<file path="config.mk">
export PLATFORM = sky130hd
export DESIGN_NAME = rle_three_symbol_mtf_decoder_unit
export DESIGN_NICKNAME = d
export VERILOG_FILES = /design/src/rtsmd_pkg.sv /design/src/rtsmd_step.sv /design/src/rtsmd_result_fifo.sv /design/src/rle_three_symbol_mtf_decoder_unit.sv
export SDC_FILE = /design/constraint.sdc
export NUM_CORES = 1
export LEC_CHECK = 0
export ABC_AREA = 1
export BUFFER_PORTS_ARGS = -buffer_cell sky130_fd_sc_hd__buf_2
export CORE_ASPECT_RATIO = 0.6
export CORE_MARGIN = 5
export CORE_UTILIZATION = 64
export CTS_CLUSTER_DIAMETER = 200
export CTS_CLUSTER_SIZE = 30
export DETAILED_ROUTE_END_ITERATION = 8
export GPL_TIMING_DRIVEN = 0
export PLACE_DENSITY = 0.85
export SETUP_SLACK_MARGIN = 0.15
export SLEW_MARGIN = 40
export SYNTH_ARGS = -nofsm -noshare
export SYNTH_HDL_FRONTEND = slang
export SYNTH_SLANG_ARGS = --single-unit
</file>
<file path="constraint.sdc">
create_clock -name clk -period 5.96 [get_ports clk]
set_input_delay 0.596 -clock clk [delete_from_list [all_inputs] [get_ports clk]]
set_output_delay 0.596 -clock clk [all_outputs]
set_load 0.03 [all_outputs]
</file>
<file path="src/rtsmd_pkg.sv">
// Shared types and constants for the three-symbol RLE decoder.
// No dependencies; used by rtsmd_step, rtsmd_result_fifo and the top level.
package rtsmd_pkg;

	// Format constants
	localparam int HeaderBytes       = 8;
	localparam int SymShift          = 14;
	localparam int CountBits         = 7;
	localparam int OffsetBits        = 14 - CountBits;
	localparam int RunBias           = (2 + 1) - 2;
	localparam int DefaultLengthBits = 32;
	localparam int ResultFifoDepth   = 4;

	// Escape codes of the count and offset fields
	localparam logic [CountBits-1:0]  CntEscLong  = CountBits'(0);
	localparam logic [CountBits-1:0]  CntEscShort = CountBits'(1);
	localparam logic [OffsetBits-1:0] OffEscLong  = OffsetBits'(0);
	localparam logic [OffsetBits-1:0] OffEscShort = OffsetBits'(1);

	// Reset contents of the recently-used list
	localparam logic [7:0] SymInitCur = 8'h00;
	localparam logic [7:0] SymInitR0  = 8'h7F;
	localparam logic [7:0] SymInitR1  = 8'hFF;

	typedef enum logic [3:0] {
		PH_HEADER = 4'd0,
		PH_WORD   = 4'd1,
		PH_SYM    = 4'd2,
		PH_CNT2   = 4'd3,
		PH_CNT4   = 4'd4,
		PH_OFF2   = 4'd5,
		PH_OFF4   = 4'd6,
		PH_LIT    = 4'd7,
		PH_DONE   = 4'd8
	} phase_t;

	typedef enum logic [1:0] {
		SEL_KEEP   = 2'd0,
		SEL_SWAP   = 2'd1,
		SEL_OLDEST = 2'd2,
		SEL_FRESH  = 2'd3
	} sym_sel_t;

	// Parser state apart from the run length, whose width is a parameter
	typedef struct packed {
		phase_t      phase;
		logic [2:0]  fbc;
		logic [15:0] token_word;
		logic [7:0]  cur_sym;
		logic [7:0]  recent0;
		logic [7:0]  recent1;
		logic [31:0] lit_rem;
		logic        pending_end;
	} parse_state_t;

	typedef struct packed {
		logic        stream_end;
		logic [32:0] repeat_count;
		logic [7:0]  data_byte;
	} result_t;

endpackage

</file>
<file path="src/rtsmd_step.sv">
// Next-state and result logic for one compressed byte.
// Depends on rtsmd_pkg.
module rtsmd_step #(
	parameter int LENGTH_BITS = rtsmd_pkg::DefaultLengthBits
) (
	input  rtsmd_pkg::parse_state_t   st,
	input  logic [LENGTH_BITS:0]      run_len,
	input  logic [7:0]                in_byte,
	output rtsmd_pkg::parse_state_t   st_nxt,
	output logic [LENGTH_BITS:0]      run_len_nxt,
	output rtsmd_pkg::result_t [1:0]  items,
	output logic [1:0]                n_items
);

	localparam logic [31:0] LenMask = 32'((33'd1 << LENGTH_BITS) - 33'd1);

	logic [4:0]  sh;
	logic [31:0] acc_c;
	logic [31:0] acc_o;
	logic        start_cnt;
	logic        start_off;
	logic        lit_chk;
	logic        close_tok;
	logic        close_slot;
	logic [rtsmd_pkg::CountBits-1:0]  cnt_f;
	logic [rtsmd_pkg::OffsetBits-1:0] off_f;
	rtsmd_pkg::result_t close_item;

	assign sh    = {st.fbc[1:0], 3'b000};
	assign acc_c = (32'(run_len) | (32'(in_byte) << sh)) & LenMask;
	assign acc_o = (st.lit_rem | (32'(in_byte) << sh)) & LenMask;

	always_comb begin
		st_nxt      = st;
		run_len_nxt = run_len;
		items       = '0;
		n_items     = 2'd0;
		start_cnt   = 1'b0;
		start_off   = 1'b0;
		lit_chk     = 1'b0;
		close_tok   = 1'b0;
		close_slot  = 1'b0;
		cnt_f       = '0;
		off_f       = '0;
		close_item  = '0;

		unique case (st.phase)
			rtsmd_pkg::PH_HEADER: begin
				st_nxt.fbc = st.fbc + 3'd1;
				if (st.fbc == 3'(rtsmd_pkg::HeaderBytes - 1)) begin
					st_nxt.fbc   = 3'd0;
					st_nxt.phase = rtsmd_pkg::PH_WORD;
				end
			end
			rtsmd_pkg::PH_WORD: begin
				if (st.fbc == 3'd0) begin
					st_nxt.token_word = {8'h00, in_byte};
					st_nxt.fbc        = 3'd1;
				end else begin
					st_nxt.token_word = {in_byte, st.token_word[7:0]};
					st_nxt.fbc        = 3'd0;
					unique case (rtsmd_pkg::sym_sel_t'(in_byte[7:6]))
						rtsmd_pkg::SEL_FRESH: begin
							st_nxt.phase = rtsmd_pkg::PH_SYM;
						end
						rtsmd_pkg::SEL_OLDEST: begin
							st_nxt.cur_sym = st.recent1;
							st_nxt.recent1 = st.recent0;
							st_nxt.recent0 = st.cur_sym;
							start_cnt      = 1'b1;
						end
						rtsmd_pkg::SEL_SWAP: begin
							st_nxt.cur_sym = st.recent0;
							st_nxt.recent0 = st.cur_sym;
							start_cnt      = 1'b1;
						end
						default: begin
							start_cnt = 1'b1;
						end
					endcase
				end
			end
			rtsmd_pkg::PH_SYM: begin
				st_nxt.recent1 = st.recent0;
				st_nxt.recent0 = st.cur_sym;
				st_nxt.cur_sym = in_byte;
				start_cnt      = 1'b1;
			end
			rtsmd_pkg::PH_CNT2, rtsmd_pkg::PH_CNT4: begin
				run_len_nxt = (LENGTH_BITS + 1)'(acc_c);
				st_nxt.fbc  = st.fbc + 3'd1;
				if ((st.phase == rtsmd_pkg::PH_CNT2 && st.fbc == 3'd1) ||
				    (st.phase == rtsmd_pkg::PH_CNT4 && st.fbc == 3'd3)) begin
					// zero extension: literals still pass, then end marker
					if (acc_c == 32'd0)
						st_nxt.pending_end = 1'b1;
					else
						run_len_nxt = (LENGTH_BITS + 1)'(acc_c) +
						              (LENGTH_BITS + 1)'(rtsmd_pkg::RunBias);
					start_off = 1'b1;
				end
			end
			rtsmd_pkg::PH_OFF2, rtsmd_pkg::PH_OFF4: begin
				st_nxt.lit_rem = acc_o;
				st_nxt.fbc     = st.fbc + 3'd1;
				if ((st.phase == rtsmd_pkg::PH_OFF2 && st.fbc == 3'd1) ||
				    (st.phase == rtsmd_pkg::PH_OFF4 && st.fbc == 3'd3)) begin
					if (acc_o == 32'd0) begin
						// zero offset extension ends the stream at once
						items[0].data_byte    = 8'h00;
						items[0].repeat_count = 33'd0;
						items[0].stream_end   = 1'b1;
						n_items               = 2'd1;
						st_nxt.phase          = rtsmd_pkg::PH_DONE;
					end else begin
						st_nxt.lit_rem = acc_o - 32'd2;
						lit_chk        = 1'b1;
					end
				end
			end
			rtsmd_pkg::PH_LIT: begin
				items[0].data_byte    = in_byte;
				items[0].repeat_count = 33'd1;
				items[0].stream_end   = 1'b0;
				n_items               = 2'd1;
				st_nxt.lit_rem        = st.lit_rem - 32'd1;
				if (st.lit_rem == 32'd1) begin
					close_tok  = 1'b1;
					close_slot = 1'b1;
				end
			end
			default: begin
				// after the end marker every byte is dropped
			end
		endcase

		// token header decoded: count field
		if (start_cnt) begin
			cnt_f              = st_nxt.token_word[rtsmd_pkg::OffsetBits +: rtsmd_pkg::CountBits];
			st_nxt.fbc         = 3'd0;
			st_nxt.pending_end = 1'b0;
			if (cnt_f == rtsmd_pkg::CntEscLong) begin
				run_len_nxt  = '0;
				st_nxt.phase = rtsmd_pkg::PH_CNT4;
			end else if (cnt_f == rtsmd_pkg::CntEscShort) begin
				run_len_nxt  = '0;
				st_nxt.phase = rtsmd_pkg::PH_CNT2;
			end else begin
				run_len_nxt = (LENGTH_BITS + 1)'(cnt_f) +
				              (LENGTH_BITS + 1)'(rtsmd_pkg::RunBias);
				start_off   = 1'b1;
			end
		end

		// offset field
		if (start_off) begin
			off_f      = st_nxt.token_word[rtsmd_pkg::OffsetBits-1:0];
			st_nxt.fbc = 3'd0;
			if (off_f == rtsmd_pkg::OffEscLong) begin
				st_nxt.lit_rem = 32'd0;
				st_nxt.phase   = rtsmd_pkg::PH_OFF4;
			end else if (off_f == rtsmd_pkg::OffEscShort) begin
				st_nxt.lit_rem = 32'd0;
				st_nxt.phase   = rtsmd_pkg::PH_OFF2;
			end else begin
				st_nxt.lit_rem = 32'(off_f) - 32'd2;
				lit_chk        = 1'b1;
			end
		end

		if (lit_chk) begin
			if (st_nxt.lit_rem == 32'd0)
				close_tok = 1'b1;
			else
				st_nxt.phase = rtsmd_pkg::PH_LIT;
		end

		// run item or end marker once the literals are through
		if (close_tok) begin
			if (st_nxt.pending_end) begin
				close_item.data_byte    = 8'h00;
				close_item.repeat_count = 33'd0;
				close_item.stream_end   = 1'b1;
				st_nxt.phase            = rtsmd_pkg::PH_DONE;
			end else begin
				close_item.data_byte    = st_nxt.cur_sym;
				close_item.repeat_count = 33'(run_len_nxt);
				close_item.stream_end   = 1'b0;
				st_nxt.phase            = rtsmd_pkg::PH_WORD;
				st_nxt.fbc              = 3'd0;
			end
			if (close_slot) begin
				items[1] = close_item;
				n_items  = 2'd2;
			end else begin
				items[0] = close_item;
				n_items  = 2'd1;
			end
		end
	end

endmodule

</file>
<file path="src/rtsmd_result_fifo.sv">
// Small result queue: up to two writes and one read per cycle.
// Depends on rtsmd_pkg.
module rtsmd_result_fifo (
	input  logic                      clk,
	input  logic                      arst_n,
	input  rtsmd_pkg::result_t [1:0]  push_item,
	input  logic [1:0]                push_n,
	output logic                      room2,
	output logic                      out_valid,
	input  logic                      out_ready,
	output rtsmd_pkg::result_t        out_item
);

	localparam int Depth   = rtsmd_pkg::ResultFifoDepth;
	localparam int PtrBits = $clog2(Depth);

	rtsmd_pkg::result_t mem_q [Depth];
	logic [PtrBits-1:0] wr_q;
	logic [PtrBits-1:0] rd_q;
	logic [PtrBits:0]   count_q;
	logic [PtrBits-1:0] wr_nxt1;
	logic               pop;

	assign wr_nxt1   = wr_q + PtrBits'(1);
	assign out_valid = (count_q != '0);
	assign pop       = out_valid & out_ready;
	assign out_item  = mem_q[rd_q];
	assign room2     = (count_q <= (PtrBits + 1)'(Depth - 2));

	always_ff @(posedge clk) begin
		if (push_n != 2'd0)
			mem_q[wr_q] <= push_item[0];
		if (push_n == 2'd2)
			mem_q[wr_nxt1] <= push_item[1];
	end

	always_ff @(posedge clk or negedge arst_n) begin
		if (!arst_n) begin
			wr_q    <= '0;
			rd_q    <= '0;
			count_q <= '0;
		end else begin
			wr_q    <= wr_q + PtrBits'(push_n);
			rd_q    <= rd_q + PtrBits'(pop);
			count_q <= count_q + (PtrBits + 1)'(push_n) - (PtrBits + 1)'(pop);
		end
	end

endmodule

</file>
<file path="src/rle_three_symbol_mtf_decoder_unit.sv">
// Three-symbol RLE stream decoder: one compressed byte in per cycle, literal and
// run requests out. A new byte is taken every cycle while the four-entry result
// queue has room for two results; each byte is parsed by the combinational step
// logic into the parser registers and the queue. The first eight bytes are
// a size header and are dropped. Each token then yields its literal bytes as
// they arrive (repeat count 1) and one run request (symbol, count + 1). The
// stream ends with a request carrying repeat count 0 and tlast high; every byte
// after it is accepted and dropped until reset. Rate: one byte per cycle while the
// queue has room for two results; the output side drains one request per cycle,
// so back-pressure on m_tready alone holds off s_tready.
// Depends on rtsmd_pkg, rtsmd_step and rtsmd_result_fifo.
module rle_three_symbol_mtf_decoder_unit #(
	parameter int LENGTH_BITS = rtsmd_pkg::DefaultLengthBits
) (
	input  logic        clk,
	input  logic        arst_n,
	// compressed byte stream
	input  logic        s_tvalid,
	output logic        s_tready,
	input  logic [7:0]  s_tdata,   // [7:0] in_byte
	// decoded requests
	output logic        m_tvalid,
	input  logic        m_tready,
	output logic [47:0] m_tdata,   // [7:0] data_byte, [40:8] repeat_count, rest zero
	output logic        m_tlast    // stream_end
);

	rtsmd_pkg::parse_state_t  st_q;
	rtsmd_pkg::parse_state_t  st_nxt;
	logic [LENGTH_BITS:0]     run_q;
	logic [LENGTH_BITS:0]     run_nxt;
	rtsmd_pkg::result_t [1:0] items;
	logic [1:0]               n_items;
	logic [1:0]               push_n;
	logic                     room2;
	logic                     accept;
	rtsmd_pkg::result_t       out_item;

	assign s_tready = room2;
	assign accept   = s_tvalid & s_tready;
	assign push_n   = accept ? n_items : 2'd0;

	// all parsing for one byte happens here
	rtsmd_step #(
		.LENGTH_BITS (LENGTH_BITS)
	) u_step (
		.st          (st_q),
		.run_len     (run_q),
		.in_byte     (s_tdata),
		.st_nxt      (st_nxt),
		.run_len_nxt (run_nxt),
		.items       (items),
		.n_items     (n_items)
	);

	// parser state only moves on an accepted byte
	always_ff @(posedge clk or negedge arst_n) begin
		if (!arst_n) begin
			st_q.phase       <= rtsmd_pkg::PH_HEADER;
			st_q.fbc         <= 3'd0;
			st_q.token_word  <= 16'd0;
			st_q.cur_sym     <= rtsmd_pkg::SymInitCur;
			st_q.recent0     <= rtsmd_pkg::SymInitR0;
			st_q.recent1     <= rtsmd_pkg::SymInitR1;
			st_q.lit_rem     <= 32'd0;
			st_q.pending_end <= 1'b0;
			run_q            <= '0;
		end else if (accept) begin
			st_q  <= st_nxt;
			run_q <= run_nxt;
		end
	end

	// results wait here so a stalled consumer does not block the parser until the queue lacks room for two
	rtsmd_result_fifo u_fifo (
		.clk       (clk),
		.arst_n    (arst_n),
		.push_item (items),
		.push_n    (push_n),
		.room2     (room2),
		.out_valid (m_tvalid),
		.out_ready (m_tready),
		.out_item  (out_item)
	);

	assign m_tdata = {7'd0, out_item.repeat_count, out_item.data_byte};
	assign m_tlast = out_item.stream_end;

endmodule
</file>
Yosys cells after proc, flatten, opt, wreduce, memory -nomap -nowiden
Memory sizes are Yosys's and may differ from the RTL's.
Index checks and enable logic that the tools add are counted.

storage, ports and cells
  flip-flop bits (word level) = 118
  bits in writable memories = 168
  input bits = 12
  output and inout bits = 51
  word-level logic and storage cells = 147
  memories = 1

memory list
  memory        words  width  read ports  clocked after memory_dff  wr ports  RTL line                 text
  u_fifo.mem_q  4      42     1           0                         2         rtsmd_result_fifo.sv:17  rtsmd_pkg::result_t mem_q [Depth];

operators by class
  $add $sub $neg = 11
  magnitude comparators = 1
  equal/unequal tests = 20
  shifts and indexed selects = 1
  multiplexer cells = 76
  bitwise logic cells = 4
  reductions and logical operators = 21

operators with widths
  kind                                                  count
  two-way mux 42 bit                                    5
  two-way mux 33 bit                                    6
  two-way mux 32 bit                                    5
  zero test 32 bit                                      3
  two-way mux 84 bit                                    1
  one-hot mux 42 bit (2 select lines)                   1
  bitwise OR 32 bit                                     2
  one-hot mux 32 bit (2 select lines)                   1
  one-hot mux 24 bit (2 select lines)                   1
  two-way mux 4 bit                                     11
  two-way mux 7 bit                                     5
  adder 32 x 1 -> 33 bit, second input constant         1
  equality test 32 x 1 -> 1 bit, second input constant  1
  one-hot mux 16 bit (2 select lines)                   1
  left shift 8 x 5 -> 32 bit                            1
  subtractor 32 x 1 -> 32 bit, second input constant    1
  subtractor 32 x 2 -> 32 bit, second input constant    1
  two-way mux 1 bit                                     26
  two-way mux 24 bit                                    1
  two-way mux 17 bit                                    1
  equality test 4 x 3 -> 1 bit, second input constant   4
  equality test 7 x 1 -> 1 bit, second input constant   2
  zero test 7 bit                                       2
  two-way mux 14 bit                                    1
  other kinds (35)                                      50

Longest topological paths before layout
  word-level depth = 17
  depth in mapped cells = 31
  depth with buffers taken out = 29

Modules after synthesis
A second synthesis with hierarchy kept.

unflattened totals
  cell total of the unflattened synthesis = 3181
  area, all modules = 21261.6 µm²

modules (own cells, without submodules)
  module                             instances  cells an instance  area each (µm²)  sequential area each (µm²)
  rtsmd_result_fifo                  1          924                8679.6           5220.0
  rtsmd_step                         1          1754               7966.4           0.0
  rle_three_symbol_mtf_decoder_unit  1          503                4615.7           2846.5

Worst setup path before layout
No wires, ideal clock.

  path kind = register to register
  start point = reg st_q[73] (netlist name)
  end point = mem u_fifo.mem_q[0][0] (netlist name) (enable)
  library setup time = 0.400 ns
  arrival = 4.394 ns
  required time = 5.560 ns
  slack = 1.166 ns
  stages on the path, launching flop included = 29
  path buffers = 3
  period minus slack after synthesis = 4.794 ns
  cell sequence = dfrtp_1 -> inv_2 -> buf_2 -> ha_1 -> nand2_1 -> nor2_8 -> buf_6 -> inv_2 -> o21ai_0 -> inv_1 -> ha_1 -> inv_1 -> nor2_2 -> nand2_1 -> nand3_4 -> nand2_4 -> inv_2 -> buf_6 -> a21oi_1 -> nand2_1 -> nor2_1 -> nand2_1 -> nor2_4 -> nand2_8 -> nand2_1 -> nand2_1 -> nand2_1 -> nand2_1 -> nand2_1

RTL lines
  element                   RTL line                                 text
  start: declaration        rle_three_symbol_mtf_decoder_unit.sv:28  rtsmd_pkg::parse_state_t st_q;
  start signal: assignment  rle_three_symbol_mtf_decoder_unit.sv:69  st_q <= st_nxt;
  end: declaration          rtsmd_result_fifo.sv:17

==> insert_results.sql <==
INSERT INTO impl_metrics (metric_group, metric, value, unit) VALUES
('floorplan', 'core-area', '28900', 'µm²'),
('place', 'place_inst', '3006', ''),
('clock_network', 'cts-root-to-sink-buffers', '3', ''),
('synthesis', 'synthesis.area_per_instance', '7.41', 'µm²'),
('min_path', 'worst_hold_path_type', 'flip-flop to flip-flop', ''),
('timing', 'clock_skew_after_layout', '47.3', 'ps'),
('power', 'power.density_cell_area', '538', 'nW/µm²'),
('layout', 'final_net_count', '2657', ''),
('worst_setup_path', 'setup.worst_path.start_class', 'flip-flop', ''),
('timing', 'worst_slew_margin_rel', '33.3', '%'),
('place', 'dp_slack', '142', 'ps'),
('worst_setup_path', 'worst_setup_path_category', 'flip-flop to flip-flop', ''),
('clock_network', 'tritoncts', 'yes', ''),
('clock_network', 'cts_setup_buffers', '0', ''),
('worst_setup_path', 'cp_max_fo', '31', ''),
('floorplan', 'num_rows', '48', ''),
('global_route', 'grt.overflow.total', '0', ''),
('layout', 'instances_no_fill', '3029', ''),
('floorplan', 'y_dimension_of_the_die', '143', 'µm'),
('global_route', 'grt_max_degree', '68', ''),
('place', 'placement.cell_area', '19800', 'µm²'),
('routing', 'drt-total-wl', '70500', 'µm'),
('layout', 'most-common-layout-cells', 'sky130_fd_sc_hd__nand2_1, sky130_fd_sc_hd__nor2_1, sky130_fd_sc_hd__o21ai_0', ''),
('timing', 'fin_tns_setup', '0', 'ps'),
('floorplan', 'dieArea', '33100', 'µm²'),
('routing', 'wl_per_cell', '23.3', 'µm'),
('layout', 'antenna_cells_inserted', '0', ''),
('worst_setup_path', 'crit_path_frequent_cell', 'sky130_fd_sc_hd__nand2_1', ''),
('worst_setup_path', 'cell_with_the_largest_stage_delay_on_the_worst_path', 'sky130_fd_sc_hd__dfrtp_1', ''),
('routing', 'drcViolationCount', '0', ''),
('clock_network', 'clock_slew_seen_by_the_registers_of_the_worst_setup_and_hold_paths', '130', 'ps'),
('status', 'outcome', 'complete, no violations', ''),
('synthesis', 'synth_seq_area_share', '42.6', '%'),
('routing', 'ant_nets', '0', ''),
('clock_network', 'clk_latency_worst_skew_pair', '550', 'ps'),
('flow_run', 'cap_viol_max_count', '0', ''),
('timing', 'hold_viol_final', '0', ''),
('worst_setup_path', 'timing.critical_path.required', '6170', 'ps'),
('synthesis', 'synth_edf_count', '168', ''),
('place', 'hpwl', '53800', 'µm'),
('power', 'vdd.ir_drop.worst', '282', 'µV'),
('layout', 'leading_cell_type_in_the_layout_fill_and_taps_excluded', 'sky130_fd_sc_hd__nand2_1', ''),
('synthesis', 'leading_register_cell_type_out_of_synthesis', 'sky130_fd_sc_hd__edfxtp_1', ''),
('synthesis', 'ys_ff_latch', '286', ''),
('routing', 'initialDrtViolationCount', '3710', ''),
('floorplan', 'top_level_ports', '63', ''),
('power', 'power.total', '10.9', 'mW'),
('timing', 'unrepaired_setup_endpoints_after_global_routing', 'no', ''),
('timing', 'fin_crit_sh', '94.3', '%'),
('clock_network', 'cts_inserted_buffers', '13', ''),
('layout', 'utilization', '69.8', '%'),
('floorplan', 'floorplan_die_width', '231', 'µm'),
('routing', 'vias_per_cell', '6.49', ''),
('min_path', 'startpoint_of_the_tightest_hold_check_path', 'run_q[32]', ''),
('clock_network', 'cts.sinks', '286', ''),
('worst_setup_path', 'critical-path-max-stage-delay', '450', 'ps'),
('place', 'globalplace.congestion', '1.15', ''),
('timing', 'post-route-min-period', '5620', 'ps'),
('timing', 'final_hold_slack', '499', 'ps'),
('routing', 'first_pass_iteration_count_of_the_detailed_router', '8', ''),
('clock_network', 'cts.root.buffer_cell', 'sky130_fd_sc_hd__clkbuf_16', ''),
('power', 'power.leakage', '8.01', 'nW'),
('layout', 'stdcell_area', '20200', 'µm²'),
('global_route', 'grt_util_all_layers', '42.0', '%'),
('synthesis', 'synth.cell_area', '18800', 'µm²'),
('timing', 'report.final.setup_viol', '0', ''),
('routing', 'dr_total_vias', '19654', ''),
('place', 'place.port_buffers', '53', ''),
('synthesis', 'yosysUniqueCellTypes', '55', ''),
('timing', 'timing_worst_slew_pin_value', '997', 'ps'),
('worst_setup_path', 'critPathCaptureType', 'flip-flop', '');
==> routing by layer <==
metal | wire length [µm] | share of wire (%) | GRT usage (%) | vias to the layer above
met1 | 28400 | 40 | 63.4 | 9155
met2 | 26700 | 38 | 55.7 | 1693
met4 | 2490 | 3.5 | 11.6 | 2
met5 | 9 | 0.013 | 0 | -
li1 | - | - | - | 8599
met3 | 12900 | 18 | 17.0 | 205
==> state kept, by name, summed over array words and instances (netlist names) <==
register	flops
run_q	33
st_q	78
u_fifo.wr_q	2
u_fifo.rd_q	2
u_fifo.count_q	3
u_fifo.mem_q	168
==> synth_stat cells, drive strengths merged (2+ instances only) <==
cell	n	area (µm²)
edfxtp	168	5040
buf	48	410
a31oi	16	100
o21bai	2	15.0
dfrtp	103	2580
o211ai	19	143
or2	19	119
nand3b	5	37.5
a21boi	2	15.0
xnor2	14	123
o21ai	315	1600
a22oi	2	15.0
nand4	39	244
clkbuf	76	285
a21oi	50	250
o31ai	4	30.0
o22ai	50	313
nand2	622	2460
dfstp	15	394
o2111ai	8	70.1
nand3	151	793
nor3	36	180
clkinv	3	16.3
o221ai	2	17.5
a221oi	5	43.8
ha	22	275
nor4	16	100
inv	235	895
xor2	24	210
nor2	462	1960
==> cells by family after synthesis <==
family,Yosys count,share of synthesized area (%)
buf+inv,362,8.53
fa+ha+maj,23,1.57
simple gates,1352,31.4
xor+xnor,38,1.77
compound gates,480,14.1
flops,286,42.6
other cells,1,0.0199
==> where the power goes <==
part           total, mW  internal [mW]  switching, mW
clock               1.11          0.428          0.684
combinational       6.95           1.75           5.20
sequential          2.80           2.46          0.331
total               10.9           4.64           6.21
==> area by class of cell <==
type | instances | area (µm²)
plain buffers | 124 | 697
clock buffers | 20 | 352
clock inverters | 2 | 25.0
fillers | 2311 | 8720
inverters | 238 | 911
multi-input cells | 1900 | 9270
flip-flops and latches | 286 | 8020
well taps | 400 | 500
repair buffers | 59 | 393
==> path summary, 6_finish.rpt <==
kind	slack [ps]	cells after the start	endpoint
max	340	29	u_fifo.mem_q[0][24]
min	500	2	run_q[32]
max reg2reg	340	29	u_fifo.mem_q[0][24]
min reg2reg	500	2	run_q[32]
max in group asynchronous	4660	3	run_q[18]
min in group asynchronous	540	2	st_q[51]
==> critical path: cells and delay by family (launching register included) <==
kind            cells  cell delay [ps]
compound gates      1              300
fa+ha+maj           2              380
buf+inv             9             1440
flops               1              450
simple gates       17             2660
==> timing repair <==
action                                  4_1_cts  5_1_grt
hold endpoints to repair                     36        0
endpoints found under the setup margin       36      128
hold buffers                                  1        0
resized for setup                             1        2
(Power assumes the default switching activity.)
